[src/sv/spf_pkg.sv]
// shared types and constants of the packet framer
package spf_pkg;

    localparam int unsigned JOBQ_DEPTH_DEF = 4;

    localparam logic [15:0] HEADER_RESET = 16'hEF01;
    localparam logic [31:0] ADDRESS_RESET = 32'hFFFF_FFFF;

    // register index as decoded from the address
    localparam logic REG_HEADER = 1'b0;
    localparam logic REG_ADDRESS = 1'b1;

    localparam logic CMD_START = 1'b0;
    localparam logic CMD_DATA = 1'b1;

    typedef logic [3:0] t_step;

    // byte positions within a frame
    localparam t_step STEP_HDR_HI  = 4'd0;
    localparam t_step STEP_HDR_LO  = 4'd1;
    localparam t_step STEP_ADDR_3  = 4'd2;
    localparam t_step STEP_ADDR_2  = 4'd3;
    localparam t_step STEP_ADDR_1  = 4'd4;
    localparam t_step STEP_ADDR_0  = 4'd5;
    localparam t_step STEP_ID      = 4'd6;
    localparam t_step STEP_LEN_HI  = 4'd7;
    localparam t_step STEP_BYTE8   = 4'd8;
    localparam t_step STEP_SUM_HI  = 4'd9;
    localparam t_step STEP_SUM_LO  = 4'd10;

    // one classified job between front and back
    typedef struct packed {
        logic        first;  // start job: emit the leading bytes
        logic        err;    // data with no open frame
        logic        chk;    // checksum follows
        logic [7:0]  id;
        logic [7:0]  len_hi;
        logic [7:0]  byte8;  // length low byte or payload byte
        logic [15:0] sum;
    } t_job;

endpackage

[src/sv/spf_front.sv]
// front end: classifies input items and keeps the frame state
module spf_front
    import spf_pkg::*;
(
    input  logic        i_clk,
    input  logic        i_rst_n,
    input  logic        i_accept,
    input  logic        i_command,
    input  logic [7:0]  i_packet_id,
    input  logic [15:0] i_length_field,
    input  logic [7:0]  i_payload_byte,
    output t_job        o_job
);

    logic        r_open, n_open;
    logic [15:0] r_left, n_left;
    logic [15:0] r_sum, n_sum;
    t_job        job;

    always_comb begin
        n_open = r_open;
        n_left = r_left;
        n_sum  = r_sum;
        job    = '0;
        if (i_command == CMD_START) begin
            n_sum      = 16'(i_packet_id) + 16'(i_length_field[15:8])
                       + 16'(i_length_field[7:0]);
            n_left     = (i_length_field >= 16'd2) ? (i_length_field - 16'd2) : 16'd0;
            job.first  = 1'b1;
            job.id     = i_packet_id;
            job.len_hi = i_length_field[15:8];
            job.byte8  = i_length_field[7:0];
            job.chk    = (n_left == 16'd0);
            job.sum    = n_sum;
            n_open     = !job.chk;
        end else if (!r_open) begin
            job.err = 1'b1;
        end else begin
            n_sum     = r_sum + 16'(i_payload_byte);
            n_left    = r_left - 16'd1;
            job.byte8 = i_payload_byte;
            job.chk   = (n_left == 16'd0);
            job.sum   = n_sum;
            n_open    = !job.chk;
        end
    end

    assign o_job = job;

    always_ff @(posedge i_clk) begin
        if (!i_rst_n) begin
            r_open <= 1'b0;
            r_left <= '0;
            r_sum  <= '0;
        end else if (i_accept) begin
            r_open <= n_open;
            r_left <= n_left;
            r_sum  <= n_sum;
        end
    end

endmodule

[src/sv/spf_jobq.sv]
// short job queue between front and back
module spf_jobq
    import spf_pkg::*;
#(
    parameter int unsigned DEPTH = JOBQ_DEPTH_DEF
) (
    input  logic i_clk,
    input  logic i_rst_n,
    input  logic i_wr,
    input  t_job i_wr_data,
    output logic o_full,
    input  logic i_rd,
    output t_job o_rd_data,
    output logic o_empty
);

    localparam int unsigned AW = (DEPTH > 1) ? $clog2(DEPTH) : 1;
    localparam int unsigned CW = $clog2(DEPTH + 1);

    t_job          r_mem [DEPTH];
    logic [AW-1:0] r_wptr, r_rptr;
    logic [CW-1:0] r_count;
    logic          wr_ok, rd_ok;

    assign o_full    = (r_count == CW'(DEPTH));
    assign o_empty   = (r_count == '0);
    assign wr_ok     = i_wr && !o_full;
    assign rd_ok     = i_rd && !o_empty;
    assign o_rd_data = r_mem[r_rptr];

    always_ff @(posedge i_clk) begin
        if (wr_ok) begin
            r_mem[r_wptr] <= i_wr_data;
        end
    end

    always_ff @(posedge i_clk) begin
        if (!i_rst_n) begin
            r_wptr  <= '0;
            r_rptr  <= '0;
            r_count <= '0;
        end else begin
            if (wr_ok) begin
                r_wptr <= (r_wptr == AW'(DEPTH - 1)) ? '0 : r_wptr + AW'(1);
            end
            if (rd_ok) begin
                r_rptr <= (r_rptr == AW'(DEPTH - 1)) ? '0 : r_rptr + AW'(1);
            end
            if (wr_ok && !rd_ok) begin
                r_count <= r_count + CW'(1);
            end else if (rd_ok && !wr_ok) begin
                r_count <= r_count - CW'(1);
            end
        end
    end

endmodule

[src/sv/spf_back.sv]
// back end: expands jobs into bytes and holds the output register
module spf_back
    import spf_pkg::*;
(
    input  logic        i_clk,
    input  logic        i_rst_n,
    input  t_job        i_job,
    input  logic        i_job_valid,
    output logic        o_job_pop,
    input  logic [15:0] i_header_word,
    input  logic [31:0] i_device_address,
    input  logic        i_pop,
    output logic        o_empty,
    output logic [7:0]  o_tx_byte,
    output logic        o_run_end,
    output logic        o_frame_end,
    output logic        o_error
);

    logic       r_mid;
    t_step      r_step;
    logic       r_out_valid;
    logic [7:0] r_tx_byte;
    logic       r_run_end, r_frame_end, r_error;

    t_step      step;
    logic [7:0] byte_val;
    logic       last;
    logic       adv;

    // a fresh data or error job starts at the ninth byte position
    assign step = r_mid ? r_step : (i_job.first ? STEP_HDR_HI : STEP_BYTE8);

    always_comb begin
        case (step)
            STEP_HDR_HI: byte_val = i_header_word[15:8];
            STEP_HDR_LO: byte_val = i_header_word[7:0];
            STEP_ADDR_3: byte_val = i_device_address[31:24];
            STEP_ADDR_2: byte_val = i_device_address[23:16];
            STEP_ADDR_1: byte_val = i_device_address[15:8];
            STEP_ADDR_0: byte_val = i_device_address[7:0];
            STEP_ID:     byte_val = i_job.id;
            STEP_LEN_HI: byte_val = i_job.len_hi;
            STEP_BYTE8:  byte_val = i_job.byte8;
            STEP_SUM_HI: byte_val = i_job.sum[15:8];
            STEP_SUM_LO: byte_val = i_job.sum[7:0];
            default:     byte_val = 8'h00;
        endcase
    end

    assign last      = ((step == STEP_BYTE8) && !i_job.chk) || (step == STEP_SUM_LO);
    assign adv       = i_job_valid && (!r_out_valid || i_pop);
    assign o_job_pop = adv && last;

    always_ff @(posedge i_clk) begin
        if (!i_rst_n) begin
            r_mid       <= 1'b0;
            r_step      <= STEP_HDR_HI;
            r_out_valid <= 1'b0;
        end else begin
            if (adv) begin
                r_mid       <= !last;
                r_step      <= step + t_step'(1);
                r_out_valid <= 1'b1;
            end else if (i_pop) begin
                r_out_valid <= 1'b0;
            end
        end
    end

    always_ff @(posedge i_clk) begin
        if (adv) begin
            r_tx_byte   <= byte_val;
            r_run_end   <= last;
            r_frame_end <= (step == STEP_SUM_LO);
            r_error     <= i_job.err;
        end
    end

    assign o_empty     = !r_out_valid;
    assign o_tx_byte   = r_tx_byte;
    assign o_run_end   = r_run_end;
    assign o_frame_end = r_frame_end;
    assign o_error     = r_error;

endmodule

[src/sv/sensor_packet_framer.sv]
// top level of the additive-checksum packet framer
//
//  channel   handshake            payload
//  ------    -------------------  ---------------------------------------------
//  input     push / full          i_command, i_packet_id, i_length_field,
//                                 i_payload_byte
//  result    empty / pop          o_tx_byte, o_run_end, o_frame_end, o_error
//  config    psel/penable/pwrite  paddr[2:0], pwdata / prdata (32 bits)
//
//  a start transaction yields 9 bytes, or 11 when the checksum follows at once;
//  a data transaction yields 1 byte, or 3 with the checksum; an error yields 1.
//  the back-end byte sequencer with its one output register paces the output.
//  the front takes a transaction every cycle while the job queue has room.
//  reset is synchronous, active low: frame closed, queue and output empty,
//  registers back to 0xEF01 / 0xFFFFFFFF. either side may stall at any time.
module sensor_packet_framer
    import spf_pkg::*;
#(
    parameter int unsigned JOBQ_DEPTH = JOBQ_DEPTH_DEF
) (
    input  logic        i_clk,
    input  logic        i_rst_n,
    // input transactions
    input  logic        push,
    output logic        full,
    input  logic        i_command,
    input  logic [7:0]  i_packet_id,
    input  logic [15:0] i_length_field,
    input  logic [7:0]  i_payload_byte,
    // result transactions
    output logic        empty,
    input  logic        pop,
    output logic [7:0]  o_tx_byte,
    output logic        o_run_end,
    output logic        o_frame_end,
    output logic        o_error,
    // register port
    input  logic        psel,
    input  logic        penable,
    input  logic        pwrite,
    input  logic [2:0]  paddr,
    input  logic [31:0] pwdata,
    output logic [31:0] prdata,
    output logic        pready
);

    logic [15:0] r_header_word;
    logic [31:0] r_device_address;
    logic        cfg_wr;
    logic        in_accept;
    t_job        front_job;
    t_job        q_job;
    logic        q_empty;
    logic        q_pop;

    // register file: header at 0x0, address at 0x4
    assign pready = 1'b1;
    assign cfg_wr = psel && penable && pwrite && pready;

    always_ff @(posedge i_clk) begin
        if (!i_rst_n) begin
            r_header_word    <= HEADER_RESET;
            r_device_address <= ADDRESS_RESET;
        end else if (cfg_wr) begin
            case (paddr[2])
                REG_HEADER:  r_header_word    <= pwdata[15:0];
                REG_ADDRESS: r_device_address <= pwdata;
                default:     r_device_address <= r_device_address;
            endcase
        end
    end

    always_comb begin
        case (paddr[2])
            REG_HEADER:  prdata = {16'h0000, r_header_word};
            REG_ADDRESS: prdata = r_device_address;
            default:     prdata = '0;
        endcase
    end

    // the front updates frame state on every accepted transaction
    assign in_accept = push && !full;

    spf_front u_front (
        .i_clk          (i_clk),
        .i_rst_n        (i_rst_n),
        .i_accept       (in_accept),
        .i_command      (i_command),
        .i_packet_id    (i_packet_id),
        .i_length_field (i_length_field),
        .i_payload_byte (i_payload_byte),
        .o_job          (front_job)
    );

    // jobs wait here while the back is busy with a long burst
    spf_jobq #(
        .DEPTH (JOBQ_DEPTH)
    ) u_jobq (
        .i_clk     (i_clk),
        .i_rst_n   (i_rst_n),
        .i_wr      (in_accept),
        .i_wr_data (front_job),
        .o_full    (full),
        .i_rd      (q_pop),
        .o_rd_data (q_job),
        .o_empty   (q_empty)
    );

    spf_back u_back (
        .i_clk            (i_clk),
        .i_rst_n          (i_rst_n),
        .i_job            (q_job),
        .i_job_valid      (!q_empty),
        .o_job_pop        (q_pop),
        .i_header_word    (r_header_word),
        .i_device_address (r_device_address),
        .i_pop            (pop),
        .o_empty          (empty),
        .o_tx_byte        (o_tx_byte),
        .o_run_end        (o_run_end),
        .o_frame_end      (o_frame_end),
        .o_error          (o_error)
    );

endmodule

[config.mk]
export PLATFORM = sky130hd
export DESIGN_NAME = sensor_packet_framer
export DESIGN_NICKNAME = d
export VERILOG_FILES = /design/src/sv/spf_pkg.sv /design/src/sv/spf_front.sv /design/src/sv/spf_jobq.sv /design/src/sv/spf_back.sv /design/src/sv/sensor_packet_framer.sv
export SDC_FILE = /design/constraint.sdc
export NUM_CORES = 1
export LEC_CHECK = 0
export BUFFER_PORTS_ARGS = -buffer_cell sky130_fd_sc_hd__buf_2
export CORE_AREA = 2 2 149 151
export CTS_CLUSTER_SIZE = 40
export DETAILED_ROUTE_END_ITERATION = 12
export DIE_AREA = 0 0 151 153
export GPL_ROUTABILITY_DRIVEN = 1
export PLACE_DENSITY_LB_ADDON = 0.05
export SLEW_MARGIN = 20
export SYNTH_ARGS = -nofsm -noshare
export SYNTH_HDL_FRONTEND = slang
export SYNTH_SLANG_ARGS = --single-unit
[constraint.sdc]
create_clock -name i_clk -period 7 [get_ports i_clk]
set_input_delay 0 -clock i_clk [delete_from_list [all_inputs] [get_ports i_clk]]
set_output_delay 0 -clock i_clk [all_outputs]
set_load 0.01 [all_outputs]
Yosys cells after proc, flatten, opt, wreduce, memory -nomap -nowiden
Memories as Yosys holds them, arrays and structs flattened. A register that Yosys moved wholly into a read port is not among the register bits.
Cells that the tools add are included.
W data, S select, Z words.

storage, ports and cells
  register bits = 105
  latch bits = 0
  bits in writable memories = 172
  ROM bits = 0
  input port bits = 75
  output and inout bits = 46
  logic and storage cells = 101
  memories kept = 1

memory list
  memory        words  bits a word  read ports  clocked after Yosys merged registers in  wr ports  RTL line        RTL
  u_jobq.r_mem  4      43           1           1                                        1         spf_jobq.sv:20  t_job r_mem [DEPTH];

operators by class
  add/sub/neg operators = 10
  multiply operators = 0
  div/mod/pow operators = 0
  order comparisons = 1
  equality and inequality tests = 14
  shift-type cells = 0
  muxes and demuxes = 29
  bitwise operators = 1
  reductions and logical operators = 30

operators by type and width
  operator                 number
  $mux W16                 6
  $pmux W8 S11             1
  $pmux W32 S2             1
  $mux W24                 2
  $add A16 B8 Y16          2
  $logic_not A16 Y1        2
  $eq A4 B3 Y1 const B     4
  $ge A16 B2 Y1 const B    1
  $sub A16 B1 Y16 const B  1
  $sub A16 B2 Y16 const B  1
  $eq A4 B4 Y1 const B     3
  $mux W1                  11
  $logic_and A1 B1 Y1      10
  $add A8 B8 Y9            1
  $logic_not A1 Y1         9
  $eq A4 B2 Y1 const B     2
  $mux W2                  4
  $mux W4                  2
  $mux W3                  2
  $reduce_and A2 Y1        3
  $add A2 B1 Y2 const B    2
  $add A4 B1 Y4 const B    1
  $eq A2 B2 Y1 const B     2
  $eq A4 B1 Y1 const B     1
  other kinds (9)          11

Depth between registers and ports, before layout
Gate-level depths: netlist of the first run.

  depth after elaboration = 10
  mapped depth = 15
  depth with buffers taken out = 15

Modules after synthesis
Synthesis of the first run repeated with hierarchy kept, for this count alone.

unflattened totals
  cell total of the unflattened synthesis = 1157
  area, all modules = 14082.3 um^2

by module, submodules not included
  module                times used  cells each  area an instance (um^2)
  spf_jobq              1           276         6740.2
  spf_front             1           492         3525.9
  sensor_packet_framer  1           242         2429.8
  spf_back              1           147         1386.3

Least setup slack after synthesis of the first run
OpenSTA, ideal clock, no wires.

  kind = reg-to-reg
  start point = register u_back.r_mid
  end point = register u_jobq.r_count[2]
  arrival = 2.736 ns
  data required time = 6.930 ns
  slack = 4.193 ns
  stages on the path, launching flop included = 14
  buffers on the path = 2
  period minus slack after synthesis = 2.807 ns
  path through = dfxtp_1 -> clkbuf_1 -> and2_1 -> inv_1 -> ha_1 -> clkbuf_1 -> o21a_4 -> nand2_2 -> ha_1 -> inv_1 -> fa_1 -> xor2_1 -> or3_1 -> a21oi_1

between the ends
  word-level cells in the longest chain between the ends = 9
  elaborated cells between the ends (all ways) = 12
  classes of those cells = 2 x eq/ne; 2 x mux; 8 x reduce/logical

RTL lines
  element                                               RTL line        RTL
  from (decl)                                           spf_back.sv:20  logic r_mid;
  from (signal assigned)                                spf_back.sv:62  r_mid <= !last;
  $mux W4 (*)                                           spf_back.sv:32  assign step = r_mid ? r_step : (i_job.first ? STEP_HDR_HI : STEP_BYTE8);
  $eq A4 B4 Y1                                          spf_back.sv:51  assign last = ((step == STEP_BYTE8) && !i_job.chk) || (step == STEP_SUM_LO);
  $logic_and A1 B1 Y1                                   spf_back.sv:51
  $logic_or A1 B1 Y1 (*)                                spf_back.sv:51
  named net u_back.last                                 spf_back.sv:28  logic last;
  $logic_and A1 B1 Y1 (*)                               spf_back.sv:53  assign o_job_pop = adv && last;
  $logic_and A1 B1 Y1 (*)                               spf_jobq.sv:28  assign rd_ok = i_rd && !o_empty;
  $logic_not A1 Y1                                      spf_jobq.sv:49  if (wr_ok && !rd_ok) begin
  $logic_and A1 B1 Y1                                   spf_jobq.sv:49
  $mux W3 / $reduce_bool A2 Y1 (equally long branches)  --
  to (signal assigned)                                  spf_jobq.sv:50  r_count <= r_count + CW'(1);
  to (signal assigned)                                  spf_jobq.sv:52  r_count <= r_count - CW'(1);
  to (decl)                                             spf_jobq.sv:22  logic [CW-1:0] r_count;

The timed path passes the listed nets; every way through them passes the cells marked *.
A chain may end at the register's enable or synchronous reset.

==> run_results.csv, run 1 <==
group,metric,value,unit
routing,detail_route.vias_per_cell,6.228,
sta,rsz0062_at_grt,"no",
sta,tightestPinTransition,1.072,ns
global_routing,largest_net_degree_at_the_start_of_global_routing,83,
setup_path,crit_required,7.47,ns
synth,yosys_most_used_dff,"edfxtp_1",
routing,drc,0,
global_routing,grt_usage,30.38,%
final_layout,seq_area,7420,um2
synth,synth_common_cells,"183 x edfxtp_1, 179 x nand2_1, 96 x dfxtp_1",
routing,detail_route.wl_per_cell,21.04,um
die,design.portCount,121,
setup_path,worstSetupStartpointType,"register",
setup_path,maximum_fanout_count_along_the_critical_path,43,
global_routing,antenna_found_initial,0,
cts,tritoncts,"yes",
die,fp-row-count,54,
cts,clock-sinks,279,
synth,yosys_warnings,0,
cts,post_cts_buffers,0,
die,floorplan.core_area,21490,um2
sta,timing.setup.tns,0,ns
routing,detail-route-antenna-nets,0,
synth,netlist.area_leader.share,40.21,%
cts,cts_max_path_buffers,3,
final_layout,area.growth.synth_to_final,16.90,%
global_routing,first_pass_grt_wire_length,54.34,mm
sta,finalHoldViolCount,0,
cts,cts.root.buffer_cell,"clkbuf_16",
routing,drt_iter0_drc,953,
routing,dr_total_vias,10314,
global_routing,grt_pass1_vias,9785,
synth,ys_types,76,
run,maxCapViolations,0,
cts,ctsResizeCount,0,
die,die-height,153,um
global_routing,grt_total_ovfl,0,
cts,path_clk_slew,0.06,ns
synth,ys_seq_area_share,54.27,%
die,die_width,151,um
placed_design,detailedPlacementHpwl,22.86,mm
synth,cell_count_after_synthesis,1208,
setup_path,list_of_cells_traversed_by_the_critical_path,"buf_4 > mux4_2 > o22ai_4 > o21a_4 > nand2_2 > ha_1 > inv_1 > fa_1 > xor2_1 > or3_1 > a21oi_1",
routing,routed-wl-met3,2.599,mm
sta,max-slew-margin-rel,28.20,%
placed_design,port_buf_inserts,117,
sta,post_route_setup_slack,3.577,ns
synth,synthesis.area,13670,um2
final_layout,drive_above_1_share,19.19,%
final_layout,finalNetCount,1470,
placed_design,detailedPlace.worstSlack,3.522,ns
synth,synthTopCellsByArea,"edfxtp_1 40%, dfxtp_1 14%, mux4_2 7.1%",
routing,drt_first_pass_iters,6,
setup_path,timing.setup.critical_path_class,"register to register",
cts,tritoncts_buffer_count,29,
synth,async_flop_share,0,%
routing,top_layer_used,"met4",
die,design.die.area,23100,um2
synth,ys_seq_elements,279,
pwr,power_density,309.7,nW/um2
synth,netlist.top_cell.by_area,"edfxtp_1",
setup_path,setup.worst_path.end_class,"register",
setup_path,critical_path.max_stage_delay,0.66,ns
sta,fin_crit_sh,48.90,%
routing,met2RoutedLength,16.50,mm
sta,clock.fmax,0.2921,GHz
synth,synth_area_per_cell,11.31,um2
synth,syn-num-nets,1325,
synth,number_of_flops_mapped_to_enable_cells_by_yosys,183,
hold_path,worstHoldPathType,"primary input to register",
sta,fin_crit,3.423,ns
sta,count_of_final_max_slew_check_failures,0,
pwr,static-leakage-power,5.984,nW
final_layout,antenna-diode-count,0,
synth,post-synth-top-count-cell,"edfxtp_1",
routing,wirelength_met1,14.82,mm
setup_path,critical-path-slowest-cell,"mux4_2",
setup_path,cp.arrival,3.89,ns
final_layout,nFillCells,1463,
cts,clock_tree.htree_level_count,1,
pwr,vdd.ir_drop.worst,270.8,uV
placed_design,globalplace.congestion,0.9290,
die,initial_util,63.61,%
run_status,status,"complete, no violations",
sta,finalSetupViolations,0,
cts,clock_insertion_delay_worst_skew,0.55,ns
routing,routed_wl,34.85,mm
sta,clock_tree_skew_after_final_layout,0.01141,ns
final_layout,footprint_of_the_multi_input_gates,5819,um2
==> routing by layer <==
layer	vias up	global-route usage [%]
li1	4789	-
met1	4969	43.65
met2	489	49.09
met3	67	4.000
met4	0	8.634
met5	-	0
==> critical path: cells and delay by family, from the launching register on <==
family                   cells  cell delay, ns
AND/OR/NAND/NOR              2            0.39
AO/OA/AOI/OAI                3            0.76
flip-flops                   1            0.31
adder cells (fa/ha/maj)      2            0.42
buffers and inverters        2            0.73
XOR/XNOR                     1            0.07
multiplexers                 1            0.66
==> path summary, 6_finish.rpt <==
path | endpoint | start | slack, ns | cells past startpoint
hold / removal | u_front.r_left[5]$_SDFFE_PN0P_ | i_length_field[5] | 0.04 | 5
hold reg to reg | u_front.r_left[15]$_SDFFE_PN0P_ | u_front.r_left[15]$_SDFFE_PN0P_ | 0.48 | 2
setup / recovery | u_jobq.r_count[2]$_SDFFE_PN0P_ | register | 3.58 | 11
setup reg to reg | u_jobq.r_count[2]$_SDFFE_PN0P_ | register | 3.58 | 11
==> layout make-up <==
class | instances | area share [%]
clock buffers | 37 | 4.981
clock inverters | 17 | 1.096
inverters | 38 | 0.8928
multi-input cells | 816 | 36.42
flip-flops and latches | 279 | 46.44
well taps | 280 | 2.193
repair buffers | 189 | 7.972
==> state kept, by name (all words and copies together), names as in the netlist, named ones only <==
register            count
u_jobq.r_mem          172
r_header_word          16
u_back.o_error          1
u_jobq.r_rptr           2
u_jobq.r_count          3
u_front.r_sum          16
u_back.o_run_end        1
r_device_address       32
u_front.r_open          1
u_back.o_tx_byte        8
u_jobq.r_wptr           2
u_front.r_left         16
u_back.r_mid            1
u_back.o_frame_end      1
u_back.r_step           4
u_back.r_out_valid      1
==> layout by cell type, fill, tap and decap left out, types with 22 or more instances in the layout <==
cell type,instances
a21oi_1,69
and2_1,22
buf_2,117
clkbuf_16,29
dfxtp_1,94
dlygate4sd3_1,59
edfxtp_1,183
ha_1,38
inv_1,35
mux4_2,43
nand2_1,179
nand3_1,70
nor2_1,41
nor2b_1,24
o21ai_0,41
xnor2_1,23
==> power breakdown <==
| group | switching (mW) | internal (mW) | leakage (nW) |
|---|---|---|---|
| Sequential | 0.0982 | 2.00 | 2.49 |
| Clock | 0.634 | 0.915 | 0.472 |
| Combinational | 0.772 | 0.532 | 3.02 |
==> logic make-up after synthesis <==
group / Yosys count / share of synthesized area, %
other: 1 / 0.02744
buffers and inverters: 113 / 3.259
AND/OR/NAND/NOR: 437 / 15.64
AO/OA/AOI/OAI: 229 / 11.15
flip-flops: 279 / 54.27
XOR/XNOR: 38 / 2.435
multiplexers: 69 / 9.155
adder cells (fa/ha/maj): 42 / 4.065
==> stage by stage <==
step	cells	util [%]	power, mW	cell area [um2]	hold slack (ns)
2_1_floorplan	1208	-	3.022	13670	0.1240
3_3_place_gp	1543	67.06	3.359	14410	0.2100
3_5_place_dp	1543	67.06	3.384	14410	0.2131
4_1_cts	1656	74.32	4.961	15970	0.007419
5_1_grt	1656	74.36	5.167	15980	0.07120
6_report	1656	74.36	4.948	15980	0.03608
==> repair_timing <==
item | CTS | global route
hold endpoints to repair | 144 | 0
endpoints found under the setup margin | 0 | 0
hold buffers | 59 | 0
No activity file was read; power rests on OpenSTA's default activity.
==> inputs of run 2 (changes only) <==
Settings changed: CORE_AREA 2 2 149 151 to 2 2 154 156, DIE_AREA 0 0 151 153 to 0 0 156 158.
Clock period 7 ns to 3.2 ns, I/O delays scaled along.
==> run 2 against run 1 <==
Sequential share of layout area is 0.71 points lower. Critical endpoint is now u_jobq.r_mem[1][8]$_DFFE_PP_. Clock power is 120% higher. Non-clock buffer count is 23 higher. Clock-buffer cell count is 2 lower. Routed wire length is 2.6% higher. Combinational power is 130% higher. Setup slack worse by 3.3 ns. Critical path depth is 6 higher. Final area is 1.6% higher. First-iteration DRC count is 4.3% lower.
==> run_results.csv, run 2 (synthesis results as in run 1) <==
group,metric,value,unit
sta,timing.setup.tns,0,ns
global_routing,grt_pass1_vias,9976,
pwr,swShare,30.57,%
pwr,combinationalPowerShare,26.8,%
setup_path,timing.setup.critical_path_class,"primary input to register",
pwr,static-leakage-power,6.097,nW
sta,post_route_setup_slack,0.2835,ns
global_routing,largest_net_degree_at_the_start_of_global_routing,58,
setup_path,worstSetupStartpointType,"primary input",
routing,drt_first_pass_iters,6,
hold_path,worstHoldPathType,"primary input to register",
die,design.portCount,121,
sta,finalSetupViolations,0,
cts,clock_insertion_delay_worst_skew,0.57,ns
sta,max-slew-margin-rel,48.78,%
setup_path,crit_required,3.48,ns
pwr,clock_power_share,31.4,%
global_routing,antenna_found_initial,0,
sta,fin_crit_sh,91.14,%
die,die-height,158,um
final_layout,biggestRegsByFlops,"u_jobq.r_mem: 172 flops, r_device_address: 32 flops",
die,die_width,156,um
run,maxCapViolations,0,
die,design.die.area,24650,um2
pwr,vdd.ir_drop.worst,556.0,uV
routing,detail_route.vias_per_cell,6.131,
final_layout,most-common-layout-cells,"183 x edfxtp_1, 179 x nand2_1, 117 x buf_2",
final_layout,finalNetCount,1493,
cts,post_cts_buffers,0,
sta,clock_tree_skew_after_final_layout,0.01338,ns
final_layout,layout.cells.most_common,"edfxtp_1",
sta,clock.fmax,0.3429,GHz
placed_design,detailedPlacementHpwl,24.14,mm
cts,cts_max_path_buffers,3,
routing,dr_total_vias,10355,
pwr,power.net_switching,3.355,mW
routing,drc,0,
die,fp-row-count,56,
cts,cts.root.buffer_cell,"clkbuf_16",
final_layout,seq_area,7420,um2
cts,clock-sinks,279,
cts,tritoncts,"yes",
routing,drt_iter0_drc,912,
sta,count_of_final_max_slew_check_failures,0,
setup_path,setup.worst_path.end_class,"register",
pwr,power_density,676.5,nW/um2
sta,rsz0062_at_grt,"no",
final_layout,antenna-diode-count,0,
placed_design,port_buf_inserts,117,
placed_design,detailedPlace.worstSlack,0.2604,ns
die,initial_util,59.29,%
final_layout,nFillCells,1661,
die,floorplan.core_area,23050,um2
global_routing,first_pass_grt_wire_length,55.38,mm
setup_path,maximum_fanout_count_along_the_critical_path,7,
routing,routed_wl,35.75,mm
final_layout,postLayoutCoreUtil,70.39,%
final_layout,area.growth.synth_to_final,18.72,%
cts,tritoncts_buffer_count,29,
final_layout,largest_register,"u_jobq.r_mem",
sta,fin_crit,2.916,ns
run_status,status,"complete, no violations",
setup_path,cp.arrival,3.20,ns
final_layout,drive_above_1_share,20.16,%
final_layout,largest_register_ffs,172,
final_layout,footprint_of_the_multi_input_gates,5831,um2
sta,tightestPinTransition,0.7684,ns
routing,detail_route.wl_per_cell,21.17,um
placed_design,globalplace.congestion,0.9323,
final_layout,final_cells,1689,
pwr,seqPwrFrac,41.7,%
global_routing,grt_total_ovfl,0,
pwr,internal_power_of_the_cells,7.621,mW
cts,clock_tree.htree_level_count,1,
routing,detail-route-antenna-nets,0,
global_routing,grt_usage,29.35,%
placed_design,dp_cells,1569,
cts,path_clk_slew,0.06,ns
sta,finalHoldViolCount,0,
==> run 2: changes by cell type in the layout (fill, tap and decap cells not counted), moves of 2 or more <==
cell	change
clkbuf_8	-4
clkbuf_1	+2
buf_12	+2
clkinv_1	-3
buf_4	+14
clkinv_2	+2
dlygate4sd3_1	+7
==> run 2: final cells by class <==
| class | count | area share, % |
|---|---|---|
| clock buffer | 35 | 4.611 |
| clock inverter | 19 | 1.434 |
| inverter | 38 | 0.8791 |
| multi-input combinational | 816 | 35.93 |
| sequential | 279 | 45.73 |
| tap | 290 | 2.236 |
| timing repair buffer | 212 | 9.176 |
==> run 2: routing by layer <==
metal / vias up / GRT usage (%) / share of wire (%)
met4: 0 / 11.01 / 3.5
met5: - / 0 / 0
li1: 4836 / - / -
met3: 84 / 3.915 / 7.3
met1: 4970 / 40.72 / 42
met2: 465 / 47.79 / 47
==> run 2: metrics by stage <==
| stage | total power [mW] | hold slack, ns | area (um2) |
|---|---|---|---|
| 2_1_floorplan | 6.611 | 0.1240 | 13670 |
| 3_3_place_gp | 7.452 | 0.2094 | 14570 |
| 3_5_place_dp | 7.509 | 0.2140 | 14570 |
| 5_1_grt | 11.49 | 0.05485 | 16230 |
| 6_report | 10.98 | 0.01944 | 16230 |
| 4_1_cts | 11.01 | 0.01167 | 16210 |
==> run 2: timing repair <==
action,in CTS,in global routing
endpoints found under the setup margin,0,12
hold buffers,66,0
resized for setup,0,4
endpoints found under the hold margin,156,0
==> run 2: path summary, 6_finish.rpt <==
kind | startpoint | end | slack, ns | depth (start not counted)
worst min register to register | u_back.r_out_valid$_SDFFE_PN0P_ | u_back.r_out_valid$_SDFFE_PN0P_ | 0.48 | 2
worst max-delay path | i_length_field[8] | u_jobq.r_mem[1][8]$_DFFE_PP_ | 0.28 | 17
worst max register to register | u_front.r_sum[0]$_SDFFE_PN0P_ | u_jobq.r_mem[2][10]$_DFFE_PP_ | 0.59 | 9
worst min-delay path | i_length_field[9] | u_jobq.r_mem[1][25]$_DFFE_PP_ | 0.02 | 3
==> run 2: power groups by stage <==
stage / clock network, mW / logic (mW) / registers (mW)
3_3_place_gp: 0 / 2.82 / 4.63
6_report: 3.45 / 2.95 / 4.58
3_5_place_dp: 0 / 2.86 / 4.65
5_1_grt: 3.64 / 3.22 / 4.62
4_1_cts: 3.50 / 2.93 / 4.58
2_1_floorplan: 0 / 2.00 / 4.61
==> run 2: worst max-delay path, stage by stage <==
cell and delay (ns):
dlygate4sd3_1 0.53, buf_2 0.18, ha_1 0.18, inv_1 0.05, fa_1 0.40, nor2b_1 0.13, o21a_1 0.16, o21ai_0 0.14
nand2b_1 0.10, a21oi_1 0.07, xnor2_1 0.15, ha_1 0.23, nor3_2 0.20, o21ai_0 0.11, a31oi_1 0.22, xnor2_1 0.19
o22ai_2 0.14
==> inputs of run 3 (changes only) <==
Settings changed: BUFFER_PORTS_ARGS -buffer_cell sky130_fd_sc_hd__buf_2 to -buffer_cell sky130_fd_sc_hd__clkbuf_2.
==> run 3 against run 2 <==
Critical path depth shrank 1. Highest routed layer unchanged. Clock-buffer cell count up 1. Critical endpoint is now u_jobq.r_mem[2][9]$_DFFE_PP_. Final area decreased by 0.83%. First-iteration DRC count is 3.8% higher. Combinational power about the same. Critical path type unchanged. Die area is the same.
==> run_results.csv, run 3 (synthesis results as in run 1) <==
group,metric,value,unit
run_status,status,"complete, no violations",
die,design.portCount,121,
setup_path,rr_endpoint,"u_jobq.r_mem[1][14]$_DFFE_PP_",
setup_path,worstSetupStartpointType,"primary input",
routing,detail_route.wl_per_cell,20.50,um
setup_path,critical-path-slowest-cell,"o32ai_1",
cts,tritoncts,"yes",
setup_path,list_of_cells_traversed_by_the_critical_path,"dlygate4sd3_1 > clkbuf_2 > ha_1 > inv_1 > fa_1 > nor2b_1 > o21a_1 > o21ai_0 > nand2b_1 > a21oi_1 > xnor2_1 > ha_1 > nor3_1 > o21ai_0 > a31oi_1 > o32ai_1",
die,die_width,156,um
die,floorplan.core_area,23050,um2
routing,dr_total_vias,10232,
routing,drc,0,
global_routing,first_pass_grt_wire_length,53.43,mm
sta,worst_hold_slack,0.009528,ns
sta,clock.fmax,0.3434,GHz
global_routing,grt_total_ovfl,0,
final_layout,drive_above_1_share,19.73,%
sta,finalHoldViolCount,0,
cts,cts_max_path_buffers,3,
routing,detail_route.vias_per_cell,6.094,
cts,ctsResizeCount,0,
placed_design,dp_cells,1568,
setup_path,crit_required,3.48,ns
sta,fin_crit,2.912,ns
setup_path,critical_path_buf_inv_count,3,
final_layout,finalNetCount,1483,
cts,tritoncts_buffer_count,29,
final_layout,largest_register,"u_jobq.r_mem",
sta,fin_crit_sh,91.00,%
sta,timing.setup.tns,0,ns
pwr,power_density,676.6,nW/um2
global_routing,grt_usage,28.26,%
pwr,static-leakage-power,6.070,nW
final_layout,nFillCells,1705,
final_layout,layout.cells.most_common,"edfxtp_1",
sta,tightestPinTransition,0.7296,ns
routing,routed_wl,34.42,mm
die,design.die.area,24650,um2
final_layout,most-common-layout-cells,"183 x edfxtp_1, 179 x nand2_1, 117 x clkbuf_2",
setup_path,critPathTopFamily,"compound AO/OA/AOI/OAI gates",
setup_path,maximum_fanout_count_along_the_critical_path,7,
sta,clock_tree_skew_after_final_layout,0.01334,ns
setup_path,r2r-start,"u_front.r_sum[0]$_SDFFE_PN0P_",
sta,finalSetupViolations,0,
routing,detail-route-antenna-nets,0,
setup_path,setup.worst_path.end_class,"register",
setup_path,cp-startpoint,"i_length_field[8]",
setup_path,instance_count_on_the_critical_path,16,
setup_path,reg2reg_setup_slack,0.49,ns
global_routing,grt_pass1_vias,9668,
pwr,vdd.ir_drop.worst,529.3,uV
placed_design,port_buf_inserts,117,
die,initial_util,59.29,%
hold_path,hold_start,"i_rst_n",
global_routing,antenna_found_initial,0,
final_layout,final_cells,1679,
cts,clock-sinks,279,
setup_path,cp.arrival,3.19,ns
final_layout,antenna-diode-count,0,
setup_path,timing.setup.critical_path_class,"primary input to register",
final_layout,area.growth.synth_to_final,17.74,%
setup_path,reg2reg_depth,9,
die,fp-row-count,56,
cts,path_clk_slew,0.06,ns
cts,clock_tree.htree_level_count,1,
routing,drt_iter0_drc,947,
final_layout,biggestRegsByFlops,"u_jobq.r_mem: 172 flops, r_device_address: 32 flops",
run,maxCapViolations,0,
die,die-height,158,um
setup_path,worst_setup_path_endpoint,"u_jobq.r_mem[2][9]$_DFFE_PP_",
final_layout,largest_register_ffs,172,
placed_design,globalplace.congestion,0.9068,
setup_path,critical_path.max_stage_delay,0.53,ns
routing,drt_first_pass_iters,5,
sta,count_of_final_max_slew_check_failures,0,
sta,rsz0062_at_grt,"no",
hold_path,worstHoldPathType,"primary input to register",
cts,clock_insertion_delay_worst_skew,0.56,ns
sta,max-slew-margin-rel,51.36,%
placed_design,detailedPlacementHpwl,23.54,mm
cts,cts.root.buffer_cell,"clkbuf_16",
global_routing,largest_net_degree_at_the_start_of_global_routing,58,
==> run 3: cell type report <==
class                   count  area (um2)  area share [%]
repair buffers            202        1391           8.646
clock buffers              36       762.0           4.735
inverters                  38       142.6          0.8864
clock inverters            18       201.4           1.252
flip-flops and latches    279        7420           46.11
multi-input cells         816        5812           36.12
well taps                 290       362.8           2.255
==> run 3: how the worst min path moves through the flow <==
stage                                        endpoint  slack (ns)  depth (start not counted)
global route            u_jobq.r_mem[0][29]$_DFFE_PP_        0.02                          2
CTS                    u_front.r_sum[12]$_SDFFE_PN0P_       0.004                          3
floorplan           r_device_address[13]$_SDFFE_PN1P_        0.12                          2
global placement    r_device_address[16]$_SDFFE_PN1P_        0.21                          3
finish                  u_back.r_step[3]$_SDFFE_PN0P_        0.01                          3
detailed placement  r_device_address[30]$_SDFFE_PN1P_        0.22                          3
==> run 3: metrics by stage <==
step                      setup slack [ns]  util [%]  total power, mW  area [um2]
after detailed placement            0.3187     63.15            7.502       14560
after CTS                           0.3454     69.81            10.95       16090
after global routing               0.03415     69.81            11.42       16090
final                               0.2879     69.81            10.89       16090
after global placement              0.3183     63.15            7.460       14560
after floorplan                     0.3932         -            6.611       13670
==> run 3: repair_timing <==
| item | 4_1_cts | 5_1_grt |
|---|---|---|
| buffers inserted | 0 | 0 |
| endpoints found under the hold margin | 124 | 0 |
| hold buffers | 57 | 0 |
==> run 3: routing by layer <==
| metal | wire length [um] | vias to the layer above | global-route usage, % |
|---|---|---|---|
| li1 | - | 4809 | - |
| met1 | 14730 | 4913 | 39.48 |
| met2 | 16220 | 443 | 46.25 |
| met3 | 2631 | 67 | 4.626 |
| met4 | 840 | 0 | 8.082 |
| met5 | 0 | - | 0 |
==> run 3: where the power goes <==
group	total [mW]	switching (mW)	internal [mW]
clock	3.39	1.38	2.01
combinational	2.93	1.71	1.22
sequential	4.56	0.197	4.37
==> run 3: worst min-delay path, cell delays in order <==
cell and delay [ns]:
clkbuf_2 0.09, clkinv_1 0.34, a21oi_1 0.07
